$ cat src/sv/lcdnib_pkg.sv
// shared types, constants and helpers of the 4-bit character lcd controller
package lcdnib_pkg;

  localparam int unsigned DelayWidth  = 20;
  localparam int unsigned CfgIdxWidth = 3;

  localparam logic [2:0] InitDone    = 3'd5;
  localparam logic [1:0] RawRepeats  = 2'd3;
  localparam logic [3:0] RawNibble   = 4'h3;
  localparam logic [3:0] FinalNibble = 4'h2;

  typedef enum logic [2:0] {
    StInitWait,
    StInitPulse,
    StHiPulse,
    StHiWait,
    StLoPulse,
    StLoWait,
    StClearWait,
    StIdle
  } step_e;

  typedef enum logic [1:0] {
    ModeTick,
    ModeWrite,
    ModeRestart
  } mode_e;

  typedef enum logic [CfgIdxWidth-1:0] {
    CfgEnablePulse,
    CfgAfterNibble,
    CfgInitWait,
    CfgInitPulse,
    CfgClearWait
  } cfg_idx_e;

  typedef struct packed {
    logic [DelayWidth-1:0] enable_pulse;
    logic [DelayWidth-1:0] after_nibble;
    logic [DelayWidth-1:0] init_wait;
    logic [DelayWidth-1:0] init_pulse;
    logic [DelayWidth-1:0] clear_wait;
  } cfg_t;

  typedef struct packed {
    logic [1:0] mode;
    logic [7:0] byte_value;
    logic       to_data_register;
  } item_t;

  typedef struct packed {
    logic       e;
    logic       rs;
    logic [3:0] nib;
  } pins_t;

  typedef struct packed {
    pins_t pins;
    logic  busy;
    logic  accepted;
  } res_t;

  // power-up command list, sent after the raw nibbles
  function automatic logic [7:0] init_cmd(input logic [2:0] idx);
    logic [7:0] cmd;
    unique case (idx)
      3'd0:    cmd = 8'h28;
      3'd1:    cmd = 8'h08;
      3'd2:    cmd = 8'h01;
      3'd3:    cmd = 8'h06;
      3'd4:    cmd = 8'h0C;
      default: cmd = 8'h00;
    endcase
    return cmd;
  endfunction

  // length of a step in ticks, a zero register counts as one tick
  function automatic logic [DelayWidth-1:0] step_len(input step_e st, input cfg_t cfg);
    logic [DelayWidth-1:0] len;
    unique case (st)
      StInitWait:             len = cfg.init_wait;
      StInitPulse:            len = cfg.init_pulse;
      StHiPulse, StLoPulse:   len = cfg.enable_pulse;
      StHiWait, StLoWait:     len = cfg.after_nibble;
      StClearWait:            len = cfg.clear_wait;
      default:                len = DelayWidth'(1);
    endcase
    if (len == '0) begin
      len = DelayWidth'(1);
    end
    return len;
  endfunction

endpackage

$ cat src/sv/lcdnib_if.sv
// channel interfaces: request items, result items and register writes
interface lcdnib_in_if;
  logic       valid;
  logic       ready;
  logic [1:0] mode;
  logic [7:0] byte_value;
  logic       to_data_register;

  modport source (output valid, mode, byte_value, to_data_register, input ready);
  modport sink (input valid, mode, byte_value, to_data_register, output ready);
endinterface

interface lcdnib_out_if;
  logic       valid;
  logic       ready;
  logic [3:0] nibble_pins;
  logic       register_select;
  logic       enable_pin;
  logic       busy_res;
  logic       accepted;

  modport source (output valid, nibble_pins, register_select, enable_pin, busy_res, accepted,
                  input ready);
  modport sink (input valid, nibble_pins, register_select, enable_pin, busy_res, accepted,
                output ready);
endinterface

interface lcdnib_cfg_if;
  import lcdnib_pkg::*;
  logic                   valid;
  logic                   ready;
  logic [CfgIdxWidth-1:0] index;
  logic [DelayWidth-1:0]  data;

  modport source (output valid, index, data, input ready);
  modport sink (input valid, index, data, output ready);
endinterface

$ cat src/sv/lcdnib_cfg.sv
// timing register file
module lcdnib_cfg (
  input  logic                clk_i,
  input  logic                rst_ni,
  lcdnib_cfg_if.sink          cfg_ch,
  output lcdnib_pkg::cfg_t    cfg_o
);
  import lcdnib_pkg::*;

  cfg_t cfg_q, cfg_d;

  assign cfg_ch.ready = 1'b1;

  always_comb begin
    cfg_d = cfg_q;
    if (cfg_ch.valid) begin
      unique case (cfg_idx_e'(cfg_ch.index))
        CfgEnablePulse: cfg_d.enable_pulse = cfg_ch.data;
        CfgAfterNibble: cfg_d.after_nibble = cfg_ch.data;
        CfgInitWait:    cfg_d.init_wait    = cfg_ch.data;
        CfgInitPulse:   cfg_d.init_pulse   = cfg_ch.data;
        CfgClearWait:   cfg_d.clear_wait   = cfg_ch.data;
        default:        cfg_d = cfg_q;
      endcase
    end
  end

  always_ff @(posedge clk_i or negedge rst_ni) begin
    if (!rst_ni) begin
      cfg_q.enable_pulse <= DelayWidth'(400);
      cfg_q.after_nibble <= DelayWidth'(14000);
      cfg_q.init_wait    <= DelayWidth'(500000);
      cfg_q.init_pulse   <= DelayWidth'(10000);
      cfg_q.clear_wait   <= DelayWidth'(10000);
    end else begin
      cfg_q <= cfg_d;
    end
  end

  assign cfg_o = cfg_q;

endmodule

$ cat src/sv/lcdnib_seq.sv
// init and byte-write sequencer, one item per call
module lcdnib_seq (
  input  logic               clk_i,
  input  logic               rst_ni,
  input  logic               fire_i,
  input  lcdnib_pkg::item_t  item_i,
  input  lcdnib_pkg::cfg_t   cfg_i,
  output lcdnib_pkg::res_t   res_o
);
  import lcdnib_pkg::*;

  step_e                 step_q, step_d;
  logic [DelayWidth-1:0] cnt_q, cnt_d;
  logic [7:0]            byte_q, byte_d;
  logic                  sel_q, sel_d;
  logic [2:0]            idx_q, idx_d;
  logic [1:0]            raw_q, raw_d;
  pins_t                 pins_q, pins_d;

  logic [DelayWidth:0]   cnt_inc;
  logic                  step_done;
  logic                  idle;

  // command bytes that can start next
  logic [7:0]            cmd_first;
  logic [7:0]            cmd_next;
  logic [7:0]            cmd_after_clear;

  assign idle      = (step_q == StIdle);
  assign cnt_inc   = {1'b0, cnt_q} + (DelayWidth+1)'(1);
  assign step_done = cnt_inc >= {1'b0, step_len(step_q, cfg_i)};

  assign cmd_first       = init_cmd(3'd0);
  assign cmd_next        = init_cmd(idx_q + 3'd1);
  assign cmd_after_clear = init_cmd(3'd3);

  // next state
  always_comb begin
    step_d = step_q;
    cnt_d  = cnt_q;
    byte_d = byte_q;
    sel_d  = sel_q;
    idx_d  = idx_q;
    raw_d  = raw_q;
    pins_d = pins_q;
    if (fire_i) begin
      unique case (item_i.mode)
        ModeTick: begin
          if (!idle) begin
            if (step_done) begin
              cnt_d = '0;
              unique case (step_q)
                StInitWait: begin
                  pins_d = '{e: 1'b1, rs: 1'b0,
                             nib: (raw_q < RawRepeats) ? RawNibble : FinalNibble};
                  step_d = StInitPulse;
                end
                StInitPulse: begin
                  if (raw_q >= RawRepeats) begin
                    idx_d  = '0;
                    byte_d = cmd_first;
                    sel_d  = 1'b0;
                    pins_d = '{e: 1'b1, rs: 1'b0, nib: cmd_first[7:4]};
                    step_d = StHiPulse;
                  end else begin
                    pins_d.e = 1'b0;
                    raw_d    = raw_q + 2'd1;
                    step_d   = StInitWait;
                  end
                end
                StHiPulse: begin
                  pins_d.e = 1'b0;
                  step_d   = StHiWait;
                end
                StHiWait: begin
                  pins_d = '{e: 1'b1, rs: sel_q, nib: byte_q[3:0]};
                  step_d = StLoPulse;
                end
                StLoPulse: begin
                  pins_d.e = 1'b0;
                  step_d   = StLoWait;
                end
                StLoWait: begin
                  if (idx_q < InitDone) begin
                    if (idx_q == 3'd2) begin
                      // clear display needs its own extra wait
                      idx_d  = 3'd3;
                      step_d = StClearWait;
                    end else begin
                      idx_d = idx_q + 3'd1;
                      if (idx_q + 3'd1 < InitDone) begin
                        byte_d = cmd_next;
                        sel_d  = 1'b0;
                        pins_d = '{e: 1'b1, rs: 1'b0, nib: cmd_next[7:4]};
                        step_d = StHiPulse;
                      end else begin
                        step_d = StIdle;
                      end
                    end
                  end else begin
                    step_d = StIdle;
                  end
                end
                StClearWait: begin
                  byte_d = cmd_after_clear;
                  sel_d  = 1'b0;
                  pins_d = '{e: 1'b1, rs: 1'b0, nib: cmd_after_clear[7:4]};
                  step_d = StHiPulse;
                end
                default: step_d = StIdle;
              endcase
            end else begin
              cnt_d = cnt_inc[DelayWidth-1:0];
            end
          end
        end
        ModeWrite: begin
          if (idle) begin
            byte_d = item_i.byte_value;
            sel_d  = item_i.to_data_register;
            cnt_d  = '0;
            pins_d = '{e: 1'b1, rs: item_i.to_data_register, nib: item_i.byte_value[7:4]};
            step_d = StHiPulse;
          end
        end
        ModeRestart: begin
          if (idle) begin
            step_d   = StInitWait;
            cnt_d    = '0;
            raw_d    = '0;
            idx_d    = '0;
            pins_d.e = 1'b0;
          end
        end
        default: step_d = step_q;
      endcase
    end
  end

  // result of the item
  always_comb begin
    res_o.pins     = pins_d;
    res_o.busy     = (step_d != StIdle);
    res_o.accepted = idle && ((item_i.mode == ModeWrite) || (item_i.mode == ModeRestart));
  end

  always_ff @(posedge clk_i or negedge rst_ni) begin
    if (!rst_ni) begin
      step_q <= StInitWait;
      cnt_q  <= '0;
      byte_q <= '0;
      sel_q  <= 1'b0;
      idx_q  <= '0;
      raw_q  <= '0;
      pins_q <= '0;
    end else begin
      step_q <= step_d;
      cnt_q  <= cnt_d;
      byte_q <= byte_d;
      sel_q  <= sel_d;
      idx_q  <= idx_d;
      raw_q  <= raw_d;
      pins_q <= pins_d;
    end
  end

  a_idle_e_low: assert property (@(posedge clk_i) disable iff (!rst_ni)
    step_q == StIdle |-> !pins_q.e)
    else $error("enable high while idle");

  a_no_item_hold: assert property (@(posedge clk_i) disable iff (!rst_ni)
    !fire_i |=> $stable(step_q) && $stable(cnt_q) && $stable(pins_q))
    else $error("state moved without an item");

  a_write_starts: assert property (@(posedge clk_i) disable iff (!rst_ni)
    fire_i && item_i.mode == ModeWrite && step_q == StIdle |=> step_q == StHiPulse && pins_q.e)
    else $error("taken write did not start high nibble");

  a_idx_range: assert property (@(posedge clk_i) disable iff (!rst_ni)
    idx_q <= InitDone)
    else $error("init command index out of range");

endmodule

$ cat src/sv/char_lcd_nibble_interface.sv
// top level of the 4-bit character lcd controller
//
// channel   direction  beat contents
// in_ch     sink       mode, byte_value, to_data_register
// out_ch    source     nibble_pins, register_select, enable_pin, busy_res, accepted
// cfg_ch    sink       index (0..4 timing register), data (20 bit tick count)
//
// one beat in gives exactly one beat out, one beat per cycle sustained while the output does not stall
// a beat passes through the input register, then the sequencer step into the result register
// after reset the power-up sequence is armed and advances with tick beats
// an output stall holds the result register, the input register still takes one beat
// register writes are taken every cycle, ready is always high
module char_lcd_nibble_interface (
  input  logic        clk_i,
  input  logic        rst_ni,
  lcdnib_in_if.sink   in_ch,
  lcdnib_out_if.source out_ch,
  lcdnib_cfg_if.sink  cfg_ch
);
  import lcdnib_pkg::*;

  // input register
  item_t in_q;
  logic  in_valid_q;

  // result register
  res_t  out_q;
  logic  out_valid_q;

  cfg_t  cfg;
  res_t  res;
  logic  advance;

  // an item moves into the sequencer when the result slot is free or draining
  assign advance     = in_valid_q && (!out_valid_q || out_ch.ready);
  assign in_ch.ready = !in_valid_q || advance;

  always_ff @(posedge clk_i or negedge rst_ni) begin
    if (!rst_ni) begin
      in_valid_q <= 1'b0;
    end else if (in_ch.ready) begin
      in_valid_q <= in_ch.valid;
    end
  end

  always_ff @(posedge clk_i) begin
    if (in_ch.ready && in_ch.valid) begin
      in_q <= '{mode: in_ch.mode, byte_value: in_ch.byte_value,
                to_data_register: in_ch.to_data_register};
    end
  end

  lcdnib_cfg u_cfg (
    .clk_i  (clk_i),
    .rst_ni (rst_ni),
    .cfg_ch (cfg_ch),
    .cfg_o  (cfg)
  );

  lcdnib_seq u_seq (
    .clk_i  (clk_i),
    .rst_ni (rst_ni),
    .fire_i (advance),
    .item_i (in_q),
    .cfg_i  (cfg),
    .res_o  (res)
  );

  always_ff @(posedge clk_i or negedge rst_ni) begin
    if (!rst_ni) begin
      out_valid_q <= 1'b0;
    end else if (advance) begin
      out_valid_q <= 1'b1;
    end else if (out_ch.ready) begin
      out_valid_q <= 1'b0;
    end
  end

  always_ff @(posedge clk_i) begin
    if (advance) begin
      out_q <= res;
    end
  end

  assign out_ch.valid           = out_valid_q;
  assign out_ch.nibble_pins     = out_q.pins.nib;
  assign out_ch.register_select = out_q.pins.rs;
  assign out_ch.enable_pin      = out_q.pins.e;
  assign out_ch.busy_res        = out_q.busy;
  assign out_ch.accepted        = out_q.accepted;

endmodule

$ cat src/flat_wrapper.sv
// flat-port wrapper written by rule: the top's interface ports become plain ports
module char_lcd_nibble_interface_flat import lcdnib_pkg::*;
  (clk_i, rst_ni, in_ch_valid, in_ch_mode, in_ch_byte_value, in_ch_to_data_register, in_ch_ready, out_ch_valid, out_ch_nibble_pins, out_ch_register_select, out_ch_enable_pin, out_ch_busy_res, out_ch_accepted, out_ch_ready, cfg_ch_valid, cfg_ch_index, cfg_ch_data, cfg_ch_ready);
  lcdnib_in_if in_ch_i ();
  lcdnib_out_if out_ch_i ();
  lcdnib_cfg_if cfg_ch_i ();
  input  logic clk_i;
  input  logic rst_ni;
  input wire logic [$bits(in_ch_i.valid)-1:0] in_ch_valid;
  input wire logic [$bits(in_ch_i.mode)-1:0] in_ch_mode;
  input wire logic [$bits(in_ch_i.byte_value)-1:0] in_ch_byte_value;
  input wire logic [$bits(in_ch_i.to_data_register)-1:0] in_ch_to_data_register;
  output wire logic [$bits(in_ch_i.ready)-1:0] in_ch_ready;
  output wire logic [$bits(out_ch_i.valid)-1:0] out_ch_valid;
  output wire logic [$bits(out_ch_i.nibble_pins)-1:0] out_ch_nibble_pins;
  output wire logic [$bits(out_ch_i.register_select)-1:0] out_ch_register_select;
  output wire logic [$bits(out_ch_i.enable_pin)-1:0] out_ch_enable_pin;
  output wire logic [$bits(out_ch_i.busy_res)-1:0] out_ch_busy_res;
  output wire logic [$bits(out_ch_i.accepted)-1:0] out_ch_accepted;
  input wire logic [$bits(out_ch_i.ready)-1:0] out_ch_ready;
  input wire logic [$bits(cfg_ch_i.valid)-1:0] cfg_ch_valid;
  input wire logic [$bits(cfg_ch_i.index)-1:0] cfg_ch_index;
  input wire logic [$bits(cfg_ch_i.data)-1:0] cfg_ch_data;
  output wire logic [$bits(cfg_ch_i.ready)-1:0] cfg_ch_ready;
  assign in_ch_i.valid = in_ch_valid;
  assign in_ch_i.mode = in_ch_mode;
  assign in_ch_i.byte_value = in_ch_byte_value;
  assign in_ch_i.to_data_register = in_ch_to_data_register;
  assign in_ch_ready = in_ch_i.ready;
  assign out_ch_valid = out_ch_i.valid;
  assign out_ch_nibble_pins = out_ch_i.nibble_pins;
  assign out_ch_register_select = out_ch_i.register_select;
  assign out_ch_enable_pin = out_ch_i.enable_pin;
  assign out_ch_busy_res = out_ch_i.busy_res;
  assign out_ch_accepted = out_ch_i.accepted;
  assign out_ch_i.ready = out_ch_ready;
  assign cfg_ch_i.valid = cfg_ch_valid;
  assign cfg_ch_i.index = cfg_ch_index;
  assign cfg_ch_i.data = cfg_ch_data;
  assign cfg_ch_ready = cfg_ch_i.ready;
  char_lcd_nibble_interface u_core (.clk_i(clk_i), .rst_ni(rst_ni), .in_ch(in_ch_i), .out_ch(out_ch_i), .cfg_ch(cfg_ch_i));
endmodule
$ cat config.mk
export PLATFORM = sky130hd
export DESIGN_NAME = char_lcd_nibble_interface_flat
export DESIGN_NICKNAME = d
export VERILOG_FILES = /design/src/sv/lcdnib_pkg.sv /design/src/sv/lcdnib_if.sv /design/src/sv/lcdnib_cfg.sv /design/src/sv/lcdnib_seq.sv /design/src/sv/char_lcd_nibble_interface.sv /design/src/flat_wrapper.sv
export SDC_FILE = /design/constraint.sdc
export NUM_CORES = 1
export LEC_CHECK = 0
export ABC_AREA = 1
export BUFFER_PORTS_ARGS = -buffer_cell sky130_fd_sc_hd__buf_4
export CAP_MARGIN = 20
export CORE_ASPECT_RATIO = 1.5
export CORE_MARGIN = 4
export CORE_UTILIZATION = 55
export DETAILED_ROUTE_END_ITERATION = 8
export PLACE_DENSITY = 0.82
export RECOVER_POWER = 25
export REMOVE_ABC_BUFFERS = 1
export SLEW_MARGIN = 40
export SYNTH_ARGS = -nofsm -noshare
export SYNTH_HDL_FRONTEND = slang
export SYNTH_HIERARCHICAL = 1
export SYNTH_SLANG_ARGS = --single-unit
$ cat constraint.sdc
create_clock -name clk_i -period 4.5 [get_ports clk_i]
set_input_delay 0 -clock clk_i [delete_from_list [all_inputs] [get_ports clk_i]]
set_output_delay 0 -clock clk_i [all_outputs]
set_load 0.02 [all_outputs]
==> summary.md, run 1 <==
| Metric | Value |
|---|---|
| Leak | 0.005265 uW |
| Worst VDD drop | 0.3311 mV |
| Core Region | 0.01570 sq mm |
| Clock Skews | 0.009126 ns |
| RSZ-0062 raised after global routing | false |
| Final setup TNS | 0 ns |
| Cts repair resizes | 0 |
| Total global routing overflow | 0 |
| First-pass GRT wire length | 38.08 mm |
| Req. time, crit path | 4.78 ns |
| Postcts setup bufs | 0 |
| Setup violators final | 0 |
| Chip width | 111.3 um |
| Post-synth EDFFs | 19 |
| Status | complete, but fails checks |
| Vias/cell | 5.559 |
| Post-synthesis register bit count | 160 |
| Ys Warns | 6 |
| Critical path type | reg -> reg |
| Post-Route Utilization | 65.51% |
| Initial antenna violation count | 0 |
| Count of nets after finishing | 1303 |
| Final period util | 86.48% |
| IO Pins | 50 |
| Final Slew Violations | 56 |
| Crit-path slowest cell | dfrtp_1 |
| Area Growth Syn to Fin | 16.83% |
| CP Max Fanout | 18 |
| Hold Slack | 0.04433 ns |
| # rows | 56 |
| Sequential area share after synthesis | 46.96% |
| Failing checks | max-capacitance violations, max-slew violations |
| GRT Total Usage | 25.85% |
| DR pass1 iterations | 5 |
| Top cells by count, synth | 457 x nand2_1, 123 x nand3_1, 114 x dfrtp_1 |
| Post-CTS Hold Fix Bufs | 39 |
| Hold WC Path Type | in -> reg |
| Port Buffers | 48 |
| Ant. Diodes | 0 |
| Mux contribution to synthesized area | 0% |
| Post-synthesis cell type count | 43 |
| MaxCap Viol Count | 1 |
| Share of the synthesized area in the top cell type | 32.41% |
| DR iter-0 viols | 619 |
| Worst skew pair latency | 0.43 ns |
| Final Hold Fails | 0 |
| Setup crit end kind | flip-flop |
| Layout cells sized above 1 | 11.89% |
| Die Area | 0.01813 sq mm |
| Clock-pin slew on the worst setup and hold paths | 0.06 ns |
| Tmin final | 3.891 ns |
| Largest area contributor in the netlist | dfrtp_1 |
| Post-synthesis cell count | 1159 |
| Die Y-Extent | 162.9 um |
| Pwr Total | 5007 uW |
| Initial Util | 56.07% |
| Worst Path Arrival | 4.17 ns |
| CTS tree | done |
| Max incr delay on CP | 0.50 ns |
| Crit start category | flip-flop |
| Post-DP HPWL | 14.98 mm |
| Most common cell on crit path | nor2_1 |
| Wire per inst | 15.81 um |
| XOR/XNOR Fraction of Synth Area | 1.095% |
| Worst slew pin tran | 2.951 ns |
| Post-synthesis simple-gate area fraction | 32.95% |
| RD Place Congestion | 0.9911 |
| Final WL | 22.89 mm |
| Vias in the first global route | 7767 |
| Clk sinks | 160 |
| Fmax | 257.0 MHz |
| Clk buf depth | 2 |
| Largest net degree at the start of global routing | 103 |
| Via count | 8049 |
| Fill cell count | 1331 |
| Antenna-violating nets left | 0 |
| Most common cell in the synthesized netlist | nand2_1 |
| H-tree depth | 4 |
| Syn Std Cell Area | 0.008801 sq mm |
| TritonCTS Buffers | 17 |
| Power Dens Cells | 486.9 mW/mm^2 |
| Top cells by area, synth | dfrtp_1 32%, nand2_1 19%, dfstp_2 8.1%, nand3_1 7.0%, edfxtp_1 6.5% |
| Slew HR | -96.77% |
| Ys async rst share | 88.13% |
| Post-synthesis adder-cell area fraction | 4.549% |
| Ys flop type | dfrtp_1 |
| Avg Inst Size Synth | 7.594 sq um |
| Clock root buffer | clkbuf_16 |
| Largest family of logic cells by synthesized area | simple AND/OR/NAND/NOR gates |
| Remaining DRCs | 0 |
| Post-synthesis compound-gate area fraction | 7.222% |
==> cells in the final DEF (no fill, tap or decap), types with 30 or more instances in the layout <==
cell type	instances
inv_1	94
nor2_1	63
dlygate4sd3_1	39
buf_4	48
o21ai_0	30
nand3_1	123
dfrtp_1	114
nand2_1	455
ha_1	32
a21oi_1	37
==> cell type report <==
cell class,count,area (sq um),share of cell area [%]
multi-input combinational,848,4041,39.30
clock inverter,10,121.4,1.180
clock buffer,22,496.7,4.831
timing repair buffer,100,842.1,8.189
tap,203,254.0,2.470
sequential,160,4133,40.19
inverter,105,394.1,3.833
==> cell families (layout without fill, tap and decap cells) <==
kind of cell	Yosys count	in the layout
adder cells (fa/ha/maj)	32	32
AO/OA/AOI/OAI	113	113
flip-flops	160	160
AND/OR/NAND/NOR	691	691
other	1	1
XOR/XNOR	11	11
buffers and inverters	151	237
==> flip-flops by register name (all words and copies together), names as in the netlist, 2 cells and up <==
signal and cells:
u_core/in_q 11, u_core/out_ch.nibble_pins 4, u_core/u_cfg/cfg_o 100, u_core/u_seq/byte_q 4, u_core/u_seq/cnt_q 20, u_core/u_seq/idx_q 3
u_core/u_seq/pins_q 6, u_core/u_seq/raw_q 2, u_core/u_seq/step_q 3
==> layer usage <==
metal	part of all wire, %	global-route usage (%)	routed length, um
met1	40	32.33	9047
met2	52	45.47	11800
met3	6.5	4.201	1479
met4	2.5	8.965	561
met5	0	0	0
==> final timing paths <==
kind,startpoint,endpoint,slack [ns],depth (start not counted)
worst min register to register,u_core/u_cfg/cfg_o[4],u_core/u_cfg/cfg_o[4],0.46,2
worst max register to register,u_core/u_seq/step_q[0],u_core/u_seq/cnt_q[0],0.61,25
worst max-delay path,u_core/u_seq/step_q[0],u_core/u_seq/cnt_q[0],0.61,25
max in group asynchronous,rst_ni,u_core/u_seq/pins_q[4],0.98,3
worst min-delay path,cfg_ch_valid,u_core/u_cfg/cfg_o[73],0.04,5
min in group asynchronous,rst_ni,u_core/u_cfg/cfg_o[1],1.08,2
==> critical path: cells and delay by family, from the launching register on <==
kind	cells	cell delay, ns
compound gates	3	0.36
simple gates	18	2.36
buf+inv	3	0.25
fa+ha+maj	1	0.27
flops	1	0.50
==> through the flow <==
stage          cell area, sq um  instances  setup slack (ns)
4_1_cts                   10290       1447            0.6395
6_report                  10280       1448            0.6086
2_1_floorplan              8563       1113            0.8600
3_5_place_dp               9278       1376            0.6557
3_3_place_gp               9271       1376            0.7121
5_1_grt                   10280       1448            0.2182
==> power by group <==
group          internal, uW  switching [uW]
registers              1770             179
logic                   525            1040
clock network           903             592
total                  3190            1810
Note: power is estimated with default switching activity, not from simulation.
==> run 2, diff against run 1 <==
ABC_AREA = 0   (was 1)
BUFFER_PORTS_ARGS = unset   (was -buffer_cell sky130_fd_sc_hd__buf_4)
DONT_BUFFER_PORTS = 1   (was unset)
PLACE_DENSITY = 0.79   (was 0.82)
==> run 2 against run 1 <==
The flow still finishes with violations (max-capacitance violations, max-slew violations). Setup slack got worse by 0.46 ns. Hold slack improved by 0.040 ns. Design area fell by 7.3%. Combinational power fell by 43%. First-iteration DRC count fell by 32%. Clock skew fell by 0.0023 ns. Non-clock buffer count fell by 50. Sequential power barely moved. Routed wire length fell by 17%. Sequential share of layout area rose by 3.2 points. Total power fell by 16%. Largest power group unchanged. Highest routed layer unchanged.
==> summary.md, run 2 <==
| Metric | Value |
|---|---|
| Commonest non-fill, non-tap cell in the layout | dfrtp_1 |
| Sw Pwr | 1239 uW (-32%) |
| Busiest grt layer | met2 |
| Vias in the first global route | 6387 (-18%) |
| Post-synthesis cell count | 731 (-37%) |
| Critical path type | reg -> reg |
| Avg Inst Size Synth | 11.50 sq um (+51%) |
| Slew HR | -126.4% (-30 points) |
| Port Buffers | 0 (-100%) |
| Req. time, crit path | 4.67 ns (-0.11 ns) |
| Largest net degree at the start of global routing | 142 (+38%) |
| Mux contribution to synthesized area | 16.67% (+17 points) |
| Grt met3 use | 4.422% (+0.22 points) |
| Initial antenna violation count | 0 (unchanged) |
| Clock Skews | 0.006821 ns (-0.002305 ns) |
| Count of nets after finishing | 831 (-36%) |
| Post-synthesis register bit count | 160 (unchanged) |
| Clock network fraction of total power | 32.4% (+2.5 points) |
| Via count | 6012 (-25%) |
| Total global routing overflow | 0 (unchanged) |
| Die Area | 0.01737 sq mm (-4.2%) |
| Crit start category | flip-flop |
| Most frequent cells in the layout | 113 x dfrtp_1, 76 x nand2_1, 66 x mux2_1, 38 x mux2_2, 35 x dlygate4sd3_1 |
| Placed Cells | 904 (-34%) |
| Fmax | 230.0 MHz (-11%) |
| DR pass1 iterations | 5 (unchanged) |
| Post-DP HPWL | 12.70 mm (-15%) |
| Vias/cell | 6.192 (+11%) |
| Max incr delay on CP | 0.49 ns (about the same) |
| Hold Slack | 0.08459 ns (+0.04026 ns) |
| Largest family of logic cells by synthesized area | multiplexers |
| CTS tree | done |
| Postcts setup bufs | 0 (unchanged) |
| GRT Total Usage | 23.14% (-2.7 points) |
| DR iter-0 viols | 421 (-32%) |
| H-tree depth | 4 (unchanged) |
| Hold WC Path Type | in -> reg |
| Ys async rst share | 88.13% (unchanged) |
| Met1 Use GR | 26.01% (-6.3 points) |
| Ys flop type | dfrtp_1 |
| Share of the synthesized area in the top cell type | 33.94% (+1.5 points) |
| Non-filler cells, final | 971 (-33%) |
| Sw Ratio | 29.61% (-6.6 points) |
| Clock-pin slew on the worst setup and hold paths | 0.06 ns (about the same) |
| Bufs and invs on worst path | 1 (-2) |
| Setup violators final | 0 (unchanged) |
| Wire per inst | 19.51 um (+23%) |
| Clk sinks | 160 (unchanged) |
| Clock root buffer | clkbuf_16 |
| Post-synthesis simple-gate area fraction | 12.73% (-20 points) |
| CP Max Fanout | 8 (-10) |
| Area Growth Syn to Fin | 13.38% |
| Reg area | 0.004136 sq mm (about the same) |
| Top cells by count, synth | 114 x dfrtp_1, 76 x nand2_1, 66 x mux2_1 |
| XOR/XNOR Fraction of Synth Area | 2.173% (+1.1 points) |
| Crit-path cells | nand4_2 -> or4_4 -> nor3_4 -> nand3_2 -> or2_1 -> xor2_1 -> inv_1 -> ha_1 -> nand4_1 -> nor4_1 -> nand4_1 -> nand4_2 -> and3_1 -> o21ai_1 -> a221o_1 |
| Largest area contributor in the netlist | dfrtp_1 |
| # rows | 55 (-1.8%) |
| Worst Path Arrival | 4.52 ns (+0.35 ns) |
| Top cells by area, synth | dfrtp_1 34%, mux2_1 8.8%, dfstp_2 8.4%, edfxtp_1 6.8%, mux2_2 5.1% |
| Remaining DRCs | 0 (unchanged) |
| Leak | 0.003982 uW (-24%) |
| Final period util | 96.63% (+10 points) |
| IO Pins | 50 (unchanged) |
| Die Y-Extent | 159.4 um (-2.2%) |
| Power Dens Cells | 438.9 mW/mm^2 (-9.9%) |
| Status | complete, but fails checks |
| RSZ-0062 raised after global routing | false |
| Final Hold Fails | 0 (unchanged) |
| Crit-path slowest cell | or4_4 |
| Syn Std Cell Area | 0.008406 sq mm (-4.5%) |
| Worst skew pair latency | 0.43 ns (about the same) |
| Chip width | 108.9 um (-2.1%) |
| Final WL | 18.94 mm (-17%) |
| Most common cell in the synthesized netlist | dfrtp_1 |
| Post-synthesis cell type count | 72 (+67%) |
| Post-synthesis adder-cell area fraction | 4.763% (+0.21 points) |
| Comb pwr share | 21.3% (-10 points) |
| Final Slew Violations | 142 (+150%) |
| Ant. Diodes | 0 (unchanged) |
| Delay-heaviest family, CP | simple AND/OR/NAND/NOR gates |
| P_int | 2944 uW (-7.8%) |
| Ys Warns | 6 (unchanged) |
| Worst VDD drop | 0.2509 mV (-24%) |
| Post-synthesis compound-gate area fraction | 10.94% (+3.7 points) |
| Sequential area share after synthesis | 49.17% (+2.2 points) |
| Initial Util | 55.77% (-0.30 points) |
| Max reg flops | 100 (unchanged) |
| TritonCTS Buffers | 17 (unchanged) |
| Worst slew pin tran | 3.396 ns (+0.4444 ns) |
| Core Region | 0.01507 sq mm (-4.0%) |
| MaxCap Viol Count | 1 (unchanged) |
| Fill cell count | 1130 (-15%) |
| Sequential share of power | 46.3% (+7.4 points) |
| RD Place Congestion | 0.9541 (-3.7%) |
| Clk buf depth | 2 (unchanged) |
| First-pass GRT wire length | 31.62 mm (-17%) |
| Antenna-violating nets left | 0 (unchanged) |
| Post-synth EDFFs | 19 (unchanged) |
| Setup crit end kind | flip-flop |
| Tmin final | 4.349 ns (+0.4571 ns) |
| Failing checks | max-capacitance violations, max-slew violations |
| Met2 usage | 40.66% (-4.8 points) |
| Layout cells sized above 1 | 16.97% (+5.1 points) |
| Multi-input logic area | 0.004035 sq mm (-0.15%) |
## run 2: changes by cell type in the layout (fill, tap and decap cells not counted), moves of 35 or more
| cell | change |
|---|---|
| nand3_1 | -104 |
| mux2_1 | +66 |
| nor2_1 | -39 |
| nand2_1 | -379 |
| inv_1 | -73 |
| mux2_2 | +38 |
| buf_4 | -35 |
## run 2: final timing paths
kind,from,end,slack [ns],depth (start not counted)
max,u_core/u_seq/cnt_q[4],u_core/out_ch.nibble_pins[0],0.15,15
min,cfg_ch_index[0],u_core/u_cfg/cfg_o[91],0.08,3
max reg2reg,u_core/u_seq/cnt_q[4],u_core/out_ch.nibble_pins[0],0.15,15
min reg2reg,u_core/u_cfg/cfg_o[54],u_core/u_cfg/cfg_o[54],0.49,1
max in group asynchronous,rst_ni,u_core/u_seq/step_q[0],0.83,2
min in group asynchronous,rst_ni,u_core/u_cfg/cfg_o[31],1.24,2
## run 2: worst min-delay path, cell delays in order
cell,delay [ns]
nor4b_4,0.02
buf_4,0.22
mux2_1,0.23
## run 2: area by class of cell
class | count | area share (%)
flip-flops and latches | 160 | 43.40
multi-input cells | 510 | 42.34
clock buffers | 22 | 5.094
repair buffers | 50 | 4.963
well taps | 199 | 2.613
inverters | 21 | 0.8271
clock inverters | 9 | 0.7615
## run 2: power by group through the flow
| stage | combinational, uW | sequential, uW | clock (uW) |
|---|---|---|---|
| floorplan | 609 | 1910 | 0 |
| global placement | 766 | 1930 | 0 |
| detailed placement | 812 | 1960 | 0 |
| CTS | 885 | 1930 | 1370 |
| global route | 998 | 1970 | 1440 |
| finish | 893 | 1940 | 1350 |
## run 2: kinds of logic after synthesis
group	Yosys count
mux	127
flops	160
other cells	1
fa+ha+maj	32
simple gates	202
xor+xnor	20
buf+inv	61
compound gates	128
## run 2: layer usage
metal | routed length [um] | vias to the layer above | share of wire (%)
li1 | - | 2735 | -
met1 | 7139 | 3000 | 38
met2 | 10150 | 218 | 54
met3 | 882 | 59 | 4.7
met4 | 772 | 0 | 4.1
met5 | 0 | - | 0
## run 2: metrics by stage
step	instance area [sq um]	total power [uW]	setup WS, ns	utilization, %	TNS (ns)
6_report	9530	4183	0.1515	63.24	0
5_1_grt	9530	4411	0.002771	63.24	0
4_1_cts	9507	4193	0.07184	63.08	0
3_5_place_dp	8571	2770	0.1721	56.87	0
3_3_place_gp	8566	2700	0.3600	56.84	0
2_1_floorplan	8189	2523	-0.2511	-	-3.693
## run 2: timing repair
action                     4_1_cts  5_1_grt
resized for setup                0        9
hold buffers                    36        0
hold endpoints to repair       265        0
setup endpoints to repair        0       28
==> run 3, diff against run 2 <==
CORE_MARGIN = 5   (was 4)
clock period = 4.9 ns   (was 4.5 ns; I/O delays follow)
==> run 3 against run 2 <==
The flow still finishes with violations (max-capacitance violations, max-slew violations). Maximum frequency shrank 3.1%. Count of clock-buffer cells in the layout shrank 1. Global-route usage shrank 1.0 points. Design area grew 0.13%. Non-clock buffer count is the same. Combinational power shrank 10%. Total power shrank 5.1%. Flip-flop and latch count is the same. Via count shrank 1.2%. Die area grew 3.1%. Sequential power shrank 8%. Critical path type unchanged. Largest power group unchanged.
==> summary.md, run 3 (same netlist as run 2, synthesis figures left out) <==
| Metric | Value |
|---|---|
| Setup violators final | 0 (unchanged) |
| Fill cell count | 1127 (-0.27%) |
| Crit-path cells | nand4_2 -> or4_4 -> nor3_4 -> nand3_2 -> or2_1 -> xor2_1 -> inv_1 -> ha_1 -> nand4_1 -> nor4_1 -> nand4_1 -> nand4_2 -> buf_4 -> nor2_1 -> a311oi_2 -> mux2_2 |
| Initial Util | 55.77% (unchanged) |
| Final WL | 19.25 mm (+1.6%) |
| Chip width | 110.9 um (+1.8%) |
| Final period util | 91.58% (-5.0 points) |
| Setup ws final | 0.4124 ns (+0.2609 ns) |
| Slew HR | -126.3% (about the same) |
| Multi-input logic area | 0.003991 sq mm (-1.1%) |
| Clock root buffer | clkbuf_16 |
| Post-Route Utilization | 63.32% (+0.083 points) |
| First-pass GRT wire length | 32.04 mm (+1.3%) |
| CTS tree | done |
| Final setup TNS | 0 ns (unchanged) |
| Final Slew Violations | 142 (unchanged) |
| Req. time, crit path | 5.21 ns (+0.54 ns) |
| Setup WS pre-CTS | 0.4570 ns (+0.2849 ns) |
| Total global routing overflow | 0 (unchanged) |
| Port Buffers | 0 (unchanged) |
| Wire per inst | 19.80 um (+1.5%) |
| TritonCTS Buffers | 17 (unchanged) |
| Largest net degree at the start of global routing | 142 (unchanged) |
| # rows | 55 (unchanged) |
| Antenna-violating nets left | 0 (unchanged) |
| Clk sinks | 160 (unchanged) |
| Core Region | 0.01507 sq mm (unchanged) |
| Max incr delay on CP | 0.49 ns (about the same) |
| DR iter-0 viols | 340 (-19%) |
| Final Hold Fails | 0 (unchanged) |
| Commonest non-fill, non-tap cell in the layout | dfrtp_1 |
| H-tree depth | 4 (unchanged) |
| Clock-pin slew on the worst setup and hold paths | 0.06 ns (about the same) |
| Fmax | 222.8 MHz (-3.1%) |
| Setup crit end kind | flip-flop |
| Vias/cell | 6.112 (-1.3%) |
| Hold WC Path Type | in -> reg |
| IO Pins | 50 (unchanged) |
| Die Y-Extent | 161.4 um (+1.3%) |
| Via count | 5941 (-1.2%) |
| Reg area | 0.004134 sq mm (about the same) |
| Worst skew pair latency | 0.43 ns (about the same) |
| Leak | 0.004012 uW (+0.77%) |
| Failing checks | max-capacitance violations, max-slew violations |
| Max reg flops | 100 (unchanged) |
| CP Max Fanout | 10 (+2) |
| Ant. Diodes | 0 (unchanged) |
| Vias in the first global route | 6459 (+1.1%) |
| Power Dens Cells | 415.7 mW/mm^2 (-5.3%) |
| Critical path type | reg -> reg |
| Crit-path slowest cell | or4_4 |
| MaxCap Viol Count | 1 (unchanged) |
| Status | complete, but fails checks |
| Worst Path Arrival | 4.80 ns (+0.28 ns) |
| Clock Skews | 0.01466 ns (+0.007843 ns) |
| Pwr Total | 3967 uW (-5.1%) |
| Area Growth Syn to Fin | 13.53% |
| Layout cells sized above 1 | 16.43% (-0.54 points) |
| RD Place Congestion | 0.8884 (-6.9%) |
| Tmin final | 4.488 ns (+0.1391 ns) |
| Remaining DRCs | 0 (unchanged) |
| DR pass1 iterations | 5 (unchanged) |
| Crit start category | flip-flop |
| GRT Total Usage | 22.13% (-1.0 points) |
| Post-DP HPWL | 12.80 mm (+0.79%) |
| Worst slew pin tran | 3.395 ns (-0.001101 ns) |
| Die Area | 0.01791 sq mm (+3.1%) |
| Most frequent cells in the layout | 113 x dfrtp_1, 76 x nand2_1, 66 x mux2_1, 38 x mux2_2, 35 x dlygate4sd3_1 |
| Count of nets after finishing | 831 (unchanged) |
| Initial antenna violation count | 0 (unchanged) |
| RSZ-0062 raised after global routing | false |
| Worst VDD drop | 0.3521 mV (+40%) |
| Clk buf depth | 2 (unchanged) |
run 3: final cells by class:
| cell class | count | share of cell area (%) |
|---|---|---|
| Clock buffer | 21 | 5.153 |
| Clock inverter | 11 | 1.442 |
| Inverter | 21 | 0.8260 |
| Multi-Input combinational cell | 510 | 41.83 |
| Sequential cell | 160 | 43.32 |
| Tap cell | 199 | 2.609 |
| Timing Repair Buffer | 50 | 4.825 |
run 3: metrics by stage:
stage / hold WS (ns) / area, sq um / cells
after floorplan: -0.2956 / 8189 / 691
after global routing: 0.09450 / 9543 / 972
after global placement: -0.2874 / 8553 / 904
final: 0.1055 / 9543 / 972
after detailed placement: -0.2887 / 8558 / 904
after CTS: 0.08248 / 9565 / 972
run 3: power by group:
group | switching [uW] | internal (uW) | total [uW]
Sequential | 170 | 1610 | 1780
Clock | 548 | 835 | 1380
Combinational | 432 | 368 | 800
Total | 1150 | 2820 | 3970
run 3: final timing paths:
check                                       start                endpoint  slack, ns  depth (start not counted)
max                         u_core/u_seq/cnt_q[3]  u_core/u_seq/byte_q[2]       0.41                         16
min                               cfg_ch_index[0]  u_core/u_cfg/cfg_o[91]       0.11                          3
max reg2reg                 u_core/u_seq/cnt_q[3]  u_core/u_seq/byte_q[2]       0.41                         16
min reg2reg                u_core/u_cfg/cfg_o[15]  u_core/u_cfg/cfg_o[15]       0.49                          1
max in group asynchronous                  rst_ni  u_core/u_seq/step_q[0]       1.45                          2
min in group asynchronous                  rst_ni     u_core/out_ch.valid       1.26                          2
run 3: what timing repair did:
action	in CTS	in global routing
setup buffers	0	0
resized for setup	0	0
hold buffers	36	0
hold endpoints to repair	265	0
run 3: critical path, delay by kind of cell (launching register included):
kind	cells	cell delay, ns
AO/OA/AOI/OAI	1	0.44
buffers and inverters	2	0.29
XOR/XNOR	1	0.21
AND/OR/NAND/NOR	10	2.25
multiplexers	1	0.40
flip-flops	1	0.46
adder cells (fa/ha/maj)	1	0.32
run 3: routing by layer:
| layer | GRT usage [%] | part of all wire, % |
|---|---|---|
| met5 | 0 | 0 |
| met4 | 9.524 | 2.9 |
| met3 | 4.385 | 4.1 |
| met2 | 41.05 | 54 |
| met1 | 24.42 | 39 |
